[src/ftsc_pkg.sv]
// shared types, signature tables and type codes for the file type classifier
package ftsc_pkg;

	// header length in bytes
	localparam int unsigned HEADER_BYTES = 50;
	localparam int unsigned SIG_COUNT = 17;
	localparam int unsigned SIG_MAX_LEN = 16;
	localparam int unsigned POS_W = 6;

	typedef enum logic [4:0] {
		TC_UNKNOWN = 5'd0,
		TC_TXT     = 5'd1,
		TC_HTML    = 5'd2,
		TC_AVI     = 5'd3,
		TC_CCF     = 5'd4,
		TC_CWS     = 5'd5,
		TC_FLAC    = 5'd6,
		TC_FLV     = 5'd7,
		TC_GIF     = 5'd8,
		TC_FWS     = 5'd9,
		TC_JPG     = 5'd10,
		TC_MP4     = 5'd11,
		TC_PAR2    = 5'd12,
		TC_PDF     = 5'd13,
		TC_PNG     = 5'd14,
		TC_PK      = 5'd15,
		TC_RAR     = 5'd16,
		TC_WAV     = 5'd17,
		TC_WMA     = 5'd18
	} type_code_t;

	// per-file classification state
	typedef struct packed {
		logic [POS_W-1:0]     pos;
		logic                 all_text;
		logic [SIG_COUNT-1:0] match;
		logic                 waiting;
	} ftsc_state_t;

	// one result item
	typedef struct packed {
		type_code_t type_code;
		logic       is_text;
	} ftsc_res_t;

	localparam ftsc_state_t STATE_RESET = '{
		pos: '0, all_text: 1'b1, match: '1, waiting: 1'b0};

	// signature 0 is html, the rest are in priority order
	localparam type_code_t SIG_CODE [SIG_COUNT] = '{
		TC_HTML, TC_AVI, TC_CCF, TC_CWS, TC_FLAC, TC_FLV, TC_GIF, TC_FWS, TC_JPG,
		TC_MP4, TC_PAR2, TC_PDF, TC_PNG, TC_PK, TC_RAR, TC_WAV, TC_WMA};

	// first header position of each signature
	localparam logic [POS_W-1:0] SIG_OFF [SIG_COUNT] = '{
		6'd0, 6'd8, 6'd0, 6'd0, 6'd0, 6'd0, 6'd0, 6'd0, 6'd0,
		6'd4, 6'd0, 6'd1, 6'd1, 6'd0, 6'd0, 6'd8, 6'd0};

	// one past the last header position of each signature
	localparam logic [POS_W-1:0] SIG_END [SIG_COUNT] = '{
		6'd14, 6'd11, 6'd4, 6'd3, 6'd4, 6'd3, 6'd3, 6'd3, 6'd3,
		6'd11, 6'd4, 6'd4, 6'd4, 6'd2, 6'd3, 6'd15, 6'd16};

	localparam logic [7:0] SIG_BYTES [SIG_COUNT][SIG_MAX_LEN] = '{
		'{8'h3C, 8'h21, 8'h44, 8'h4F, 8'h43, 8'h54, 8'h59, 8'h50,
		  8'h45, 8'h20, 8'h48, 8'h54, 8'h4D, 8'h4C, 8'h00, 8'h00},
		'{8'h41, 8'h56, 8'h49, 8'h00, 8'h00, 8'h00, 8'h00, 8'h00,
		  8'h00, 8'h00, 8'h00, 8'h00, 8'h00, 8'h00, 8'h00, 8'h00},
		'{8'hC3, 8'hCA, 8'h04, 8'hC1, 8'h00, 8'h00, 8'h00, 8'h00,
		  8'h00, 8'h00, 8'h00, 8'h00, 8'h00, 8'h00, 8'h00, 8'h00},
		'{8'h43, 8'h57, 8'h53, 8'h00, 8'h00, 8'h00, 8'h00, 8'h00,
		  8'h00, 8'h00, 8'h00, 8'h00, 8'h00, 8'h00, 8'h00, 8'h00},
		'{8'h66, 8'h4C, 8'h61, 8'h43, 8'h00, 8'h00, 8'h00, 8'h00,
		  8'h00, 8'h00, 8'h00, 8'h00, 8'h00, 8'h00, 8'h00, 8'h00},
		'{8'h46, 8'h4C, 8'h56, 8'h00, 8'h00, 8'h00, 8'h00, 8'h00,
		  8'h00, 8'h00, 8'h00, 8'h00, 8'h00, 8'h00, 8'h00, 8'h00},
		'{8'h47, 8'h49, 8'h46, 8'h00, 8'h00, 8'h00, 8'h00, 8'h00,
		  8'h00, 8'h00, 8'h00, 8'h00, 8'h00, 8'h00, 8'h00, 8'h00},
		'{8'h46, 8'h57, 8'h53, 8'h00, 8'h00, 8'h00, 8'h00, 8'h00,
		  8'h00, 8'h00, 8'h00, 8'h00, 8'h00, 8'h00, 8'h00, 8'h00},
		'{8'hFF, 8'hD8, 8'hFF, 8'h00, 8'h00, 8'h00, 8'h00, 8'h00,
		  8'h00, 8'h00, 8'h00, 8'h00, 8'h00, 8'h00, 8'h00, 8'h00},
		'{8'h66, 8'h74, 8'h79, 8'h70, 8'h6D, 8'h70, 8'h34, 8'h00,
		  8'h00, 8'h00, 8'h00, 8'h00, 8'h00, 8'h00, 8'h00, 8'h00},
		'{8'h50, 8'h41, 8'h52, 8'h32, 8'h00, 8'h00, 8'h00, 8'h00,
		  8'h00, 8'h00, 8'h00, 8'h00, 8'h00, 8'h00, 8'h00, 8'h00},
		'{8'h50, 8'h44, 8'h46, 8'h00, 8'h00, 8'h00, 8'h00, 8'h00,
		  8'h00, 8'h00, 8'h00, 8'h00, 8'h00, 8'h00, 8'h00, 8'h00},
		'{8'h50, 8'h4E, 8'h47, 8'h00, 8'h00, 8'h00, 8'h00, 8'h00,
		  8'h00, 8'h00, 8'h00, 8'h00, 8'h00, 8'h00, 8'h00, 8'h00},
		'{8'h50, 8'h4B, 8'h00, 8'h00, 8'h00, 8'h00, 8'h00, 8'h00,
		  8'h00, 8'h00, 8'h00, 8'h00, 8'h00, 8'h00, 8'h00, 8'h00},
		'{8'h52, 8'h61, 8'h72, 8'h00, 8'h00, 8'h00, 8'h00, 8'h00,
		  8'h00, 8'h00, 8'h00, 8'h00, 8'h00, 8'h00, 8'h00, 8'h00},
		'{8'h57, 8'h41, 8'h56, 8'h45, 8'h66, 8'h6D, 8'h74, 8'h00,
		  8'h00, 8'h00, 8'h00, 8'h00, 8'h00, 8'h00, 8'h00, 8'h00},
		'{8'h30, 8'h26, 8'hB2, 8'h75, 8'h8E, 8'h66, 8'hCF, 8'h11,
		  8'hA6, 8'hD9, 8'h00, 8'hAA, 8'h00, 8'h62, 8'hCE, 8'h6C}
	};

endpackage

[src/file_type_signature_classifier.sv]
// top level of the file type classifier: input stage, state and result register
//
// Usage: the bytes of one file stream in on the slave channel, one byte per item,
// s_tdata the byte, s_tuser set when the byte is real (clear for a bare end
// marker), s_tlast on the last item of the file. The first 50 header bytes are
// checked for text and for fixed signatures; one result item with the type code
// and the text flag leaves on the master channel when the header is complete or
// the file ends, whichever is first. A short file is judged as if padded with
// zero bytes. After the result, bytes are dropped until s_tlast.
// An accepted item is held in the input stage, then classified into the
// result register that drives m_tvalid. Throughput: one item per cycle
// while s_tready is high; the per-byte update is a single pass of byte
// compares against the signature table and the position counter.
// Reset clears the input stage, the result register and the per-file state,
// so the next item starts a new file. When the receiver stalls, the result is
// held and one more item still enters the input stage; s_tready drops only
// when both the input stage and the result register are occupied.
module file_type_signature_classifier (
	input  logic       clk,
	input  logic       arst_n,
	input  logic       s_tvalid,
	output logic       s_tready,
	input  logic [7:0] s_tdata,   // [7:0] data_byte
	input  logic       s_tuser,   // [0] byte_valid
	input  logic       s_tlast,   // end_of_file
	output logic       m_tvalid,
	input  logic       m_tready,
	output logic [7:0] m_tdata    // [4:0] type_code, [5] is_text, [7:6] zero
);
	import ftsc_pkg::*;

	logic        item_vld_s1;
	logic [7:0]  data_s1;
	logic        user_s1;
	logic        last_s1;
	logic        m_valid_q;
	ftsc_res_t   res_q;
	ftsc_state_t state_q;
	ftsc_state_t next_state;
	ftsc_res_t   res;
	logic        emit;
	logic        advance;

	// the input stage moves on when the result register is free or drains
	assign advance  = !m_valid_q || m_tready;
	assign s_tready = !item_vld_s1 || advance;

	// input stage
	always_ff @(posedge clk or negedge arst_n) begin
		if (!arst_n) begin
			item_vld_s1 <= 1'b0;
		end else if (s_tready) begin
			item_vld_s1 <= s_tvalid;
		end
	end

	always_ff @(posedge clk) begin
		if (s_tready && s_tvalid) begin
			data_s1 <= s_tdata;
			user_s1 <= s_tuser;
			last_s1 <= s_tlast;
		end
	end

	ftsc_step u_step (
		.state       (state_q),
		.data_byte   (data_s1),
		.byte_valid  (user_s1),
		.end_of_file (last_s1),
		.next_state  (next_state),
		.emit        (emit),
		.res         (res)
	);

	// per-file state
	always_ff @(posedge clk or negedge arst_n) begin
		if (!arst_n) begin
			state_q <= STATE_RESET;
		end else if (item_vld_s1 && advance) begin
			state_q <= next_state;
		end
	end

	// result register
	always_ff @(posedge clk or negedge arst_n) begin
		if (!arst_n) begin
			m_valid_q <= 1'b0;
		end else if (advance) begin
			m_valid_q <= item_vld_s1 && emit;
		end
	end

	always_ff @(posedge clk) begin
		if (advance && item_vld_s1 && emit) begin
			res_q <= res;
		end
	end

	assign m_tvalid = m_valid_q;
	assign m_tdata  = {2'b00, res_q.is_text, res_q.type_code};

endmodule

[src/ftsc_step.sv]
// per-item next-state and result logic of the file type classifier
module ftsc_step (
	input  ftsc_pkg::ftsc_state_t state,
	input  logic [7:0]            data_byte,
	input  logic                  byte_valid,
	input  logic                  end_of_file,
	output ftsc_pkg::ftsc_state_t next_state,
	output logic                  emit,
	output ftsc_pkg::ftsc_res_t   res
);
	import ftsc_pkg::*;

	logic                 take;
	logic                 byte_text;
	logic [POS_W-1:0]     pos1;
	logic                 at1;
	logic [SIG_COUNT-1:0] m1;
	logic [SIG_COUNT-1:0] m_pad;
	logic                 header_done;
	logic                 res_text;
	logic [SIG_COUNT-1:0] res_match;

	// text test on the incoming byte
	always_comb begin
		byte_text = ((data_byte >= 8'd33) && (data_byte <= 8'd127)) || (data_byte == 8'd9) ||
			(data_byte == 8'd10) || (data_byte == 8'd13) || (data_byte == 8'd32);
	end

	// take one header byte: update text flag, signature matches and position
	always_comb begin
		logic [POS_W-1:0] rel;
		rel  = '0;
		take = byte_valid && (state.pos < POS_W'(HEADER_BYTES));
		pos1 = state.pos;
		at1  = state.all_text;
		m1   = state.match;
		if (take) begin
			pos1 = state.pos + POS_W'(1);
			at1  = state.all_text && byte_text;
			for (int k = 0; k < SIG_COUNT; k++) begin
				rel = state.pos - SIG_OFF[k];
				if ((state.pos >= SIG_OFF[k]) && (state.pos < SIG_END[k]) &&
					(data_byte != SIG_BYTES[k][rel[3:0]])) begin
					m1[k] = 1'b0;
				end
			end
		end
	end

	// zero padding of a short file keeps only signatures already complete
	always_comb begin
		for (int k = 0; k < SIG_COUNT; k++) begin
			m_pad[k] = m1[k] && (pos1 >= SIG_END[k]);
		end
	end

	assign header_done = (pos1 >= POS_W'(HEADER_BYTES));

	// control: emit on full header or early end, then reset or skip
	always_comb begin
		emit       = 1'b0;
		next_state = state;
		res_text   = at1;
		res_match  = m1;
		if (state.waiting) begin
			if (end_of_file) begin
				next_state = STATE_RESET;
			end
		end else if (header_done) begin
			emit = 1'b1;
			if (end_of_file) begin
				next_state = STATE_RESET;
			end else begin
				next_state = '{pos: pos1, all_text: at1, match: m1, waiting: 1'b1};
			end
		end else if (end_of_file) begin
			emit       = 1'b1;
			res_text   = 1'b0;
			res_match  = m_pad;
			next_state = STATE_RESET;
		end else begin
			next_state = '{pos: pos1, all_text: at1, match: m1, waiting: 1'b0};
		end
	end

	// type code: html or txt for text, else first surviving signature
	always_comb begin
		res.is_text   = res_text;
		res.type_code = TC_UNKNOWN;
		if (res_text) begin
			res.type_code = res_match[0] ? TC_HTML : TC_TXT;
		end else begin
			for (int k = SIG_COUNT - 1; k >= 1; k--) begin
				if (res_match[k]) begin
					res.type_code = SIG_CODE[k];
				end
			end
		end
	end

endmodule

[config.mk]
export PLATFORM = sky130hd
export DESIGN_NAME = file_type_signature_classifier
export DESIGN_NICKNAME = d
export VERILOG_FILES = /design/src/ftsc_pkg.sv /design/src/file_type_signature_classifier.sv /design/src/ftsc_step.sv
export SDC_FILE = /design/constraint.sdc
export NUM_CORES = 1
export LEC_CHECK = 0
export BUFFER_PORTS_ARGS = -buffer_cell sky130_fd_sc_hd__buf_2
export CAP_MARGIN = 20
export CORE_ASPECT_RATIO = 1.1
export CORE_MARGIN = 5
export CORE_UTILIZATION = 55
export CTS_CLUSTER_SIZE = 30
export DETAILED_ROUTE_END_ITERATION = 16
export PLACE_DENSITY = 0.76
export SLEW_MARGIN = 20
export SYNTH_ARGS = -nofsm -noshare
export SYNTH_HDL_FRONTEND = slang
export SYNTH_SLANG_ARGS = --single-unit
[constraint.sdc]
create_clock -name clk -period 4.9 [get_ports clk]
set_input_delay 0.98 -clock clk [delete_from_list [all_inputs] [get_ports clk]]
set_output_delay 0.98 -clock clk [all_outputs]
set_load 0.01 [all_outputs]
==> flow_metrics.py <==
metrics = {
    "worst_setup_path": {
        "r2r_cells": 10,
        "required_ns": 5.08,
        "path_class": "register to register",
        "worstSetupEndpointType": "register",
        "r2r-start": "state_q[19]",
        "startpoint": "state_q[19]",
        "start_kind": "register",
        "cp_max_fo": 22,
        "cp.arrival_ns": 4.23,
    },
    "power": {
        "leakage_nw": 1.82,
        "peakVddDrop_uv": 310,
        "power.total_mw": 1.75,
        "powerDensity_nw_per_um2": 350,
    },
    "global_routing": {
        "grt_pass1_vias": 4721,
        "grt-ovfl-total": 0,
        "grt_max_degree": 55,
        "grt_pass1_wl_mm": 24.7,
        "grt_usage_pct": 28.7,
        "antenna_found_initial": 0,
    },
    "sta": {
        "hold_violations": 0,
        "setup_violations": 0,
        "fin_setup_tns_ns": 0,
        "fin_skew_ns": 0.00759,
        "period_minus_slack_ns": 4.05,
        "worst_pin_slew_ns": 1.12,
        "relSlewSlack_pct": 25.6,
        "worst_slack_ns": 0.851,
        "fmax_mhz": 247,
        "fin_crit_sh_pct": 82.6,
        "grt_setup_unrepaired": "false",
        "maxSlewViolCount": 0,
    },
    "placed_design": {
        "gp_congestion": 0.966,
        "dpl_cell_area_um2": 4900,
        "port_buffers": 21,
        "dpl.hpwl_mm": 10.8,
        "dp_slack_ns": 0.989,
    },
    "clock_network": {
        "cts_hold_buf": 0,
        "ctsResizeCount": 0,
        "clock_latency_ns": 0.30,
        "post-cts-setup-buffer-count": 0,
        "tritoncts": "built",
        "cts_max_level": 2,
        "numCtsBuffers": 5,
        "clkTransAtPathRegs_ns": 0.08,
        "numClockSinks": 43,
        "cts_buffer_depth": 2,
        "ctsRootBufferMaster": "clkbuf_8",
    },
    "detailed_routing": {
        "wl_per_cell_um": 21.5,
        "detail_route.vias_per_cell": 7.01,
        "ant_nets": 0,
        "vias": 4955,
        "dr.pass1.iters": 6,
        "drt_wl_total_mm": 15.2,
        "drtIter0Drc": 645,
        "drc": 0,
    },
    "floorplanning": {
        "row_count": 36,
        "start_util_pct": 55.4,
        "die_h_um": 108,
        "io_pins": 24,
        "coreArea_um2": 8740,
        "die_w_um": 99.5,
        "die_area_um2": 10800,
    },
    "cells_and_area": {
        "fin_area_um2": 4990,
        "final_common_cell": "nand2_1",
        "final_util_pct": 57.1,
        "n_antenna_cell": 0,
        "syn2layout_area_growth_pct": 2.97,
        "fin_nets": 626,
        "layout_common_cells": "nand2_1, nor2_1, a21oi_1",
        "drive_gt1_share_pct": 13.3,
        "nFillCells": 807,
    },
    "synthesis": {
        "ys.flop_type": "dfstp_2",
        "synth-seq-cells": 43,
        "synth_edf_count": 16,
        "syn_area_um2": 4840,
        "synthCells": 609,
        "synth_warnings": 0,
        "avgSynthCellArea_um2": 7.95,
        "async_flop_share_pct": 62.8,
        "yosys.cell_types.count": 90,
        "yosysSeqAreaShare_pct": 24.3,
    },
    "min_path": {
        "hold_class": "register to register",
        "hold_depth": 2,
        "holdCritStartpoint": "state_q[17]",
    },
    "run_status": {
        "status": "complete, no violations",
    },
    "run": {
        "drv_cap": 0,
    },
}
layout make-up:
type | count | area (um2) | area share, %
repair buffers | 30 | 173 | 3.46
well taps | 114 | 143 | 2.86
flip-flops and latches | 43 | 1180 | 23.6
clock buffers | 7 | 86.3 | 1.73
clock inverters | 1 | 5.00 | 0.100
inverters | 20 | 75.1 | 1.51
multi-input cells | 492 | 3330 | 66.7
layer usage:
metal | routed length [um] | GRT usage [%]
met2 | 7130 | 47.3
met4 | 694 | 14.5
met5 | 0 | 0
met1 | 5980 | 36.6
met3 | 1420 | 4.39
report_power, final:
part           internal [mW]  total [mW]  switching, mW
combinational          0.368       0.957          0.589
sequential             0.462       0.550         0.0883
clock                  0.114       0.238          0.124
worst paths after layout:
check / slack, ns / end
max: 0.85 / m_tdata[1]
min: 0.50 / state_q[17]
max in group asynchronous: 3.80 / state_q[21]
min in group asynchronous: 0.69 / state_q[19]
min reg2reg: 0.50 / state_q[17]
max reg2reg: 0.85 / m_tdata[1]
sequential cells by signal, indices dropped and copies added, names as in the netlist:
signal and count:
state_q 25, data_s1 8, m_tdata 6, item_vld_s1 1, last_s1 1, m_tvalid 1, user_s1 1
synth_stat cells, types with 16 or more instances:
library cell,number,area (um2)
clkbuf_1,19,71.3
dfstp_2,18,473
nand2_1,55,206
nor2_1,43,161
nor3_1,18,90.1
buf_2,18,90.1
o21ai_0,36,180
a21oi_1,37,185
ha_1,20,250
edfxtp_1,16,480
xnor2_1,25,219
inv_1,17,63.8
through the flow:
step	hold slack, ns	instances
after floorplan	0.458	610
after global placement	0.474	699
after detailed placement	0.490	699
after CTS	0.504	707
after global routing	0.517	707
final	0.505	707
cell families after synthesis:
logic type	synth area share [%]
AOI/OAI and AO/OA	28.5
adders and majority gates	5.17
xor gates and xnor gates	6.51
and+or+nand+nor	25.3
buffers and inverters	7.05
muxes	3.02
other	0.0774
DFF	24.3
critical path: stages, from the launching register on:
cell,delay (ns)
dfrtp_1,0.88
inv_1,0.28
ha_1,0.65
nor2b_1,0.32
or3_1,0.15
a32oi_1,0.09
or4_1,0.54
o31ai_2,0.41
nand4b_1,0.18
a211oi_2,0.23
o311a_1,0.17
Note: power is estimated with default switching activity, not from simulation.
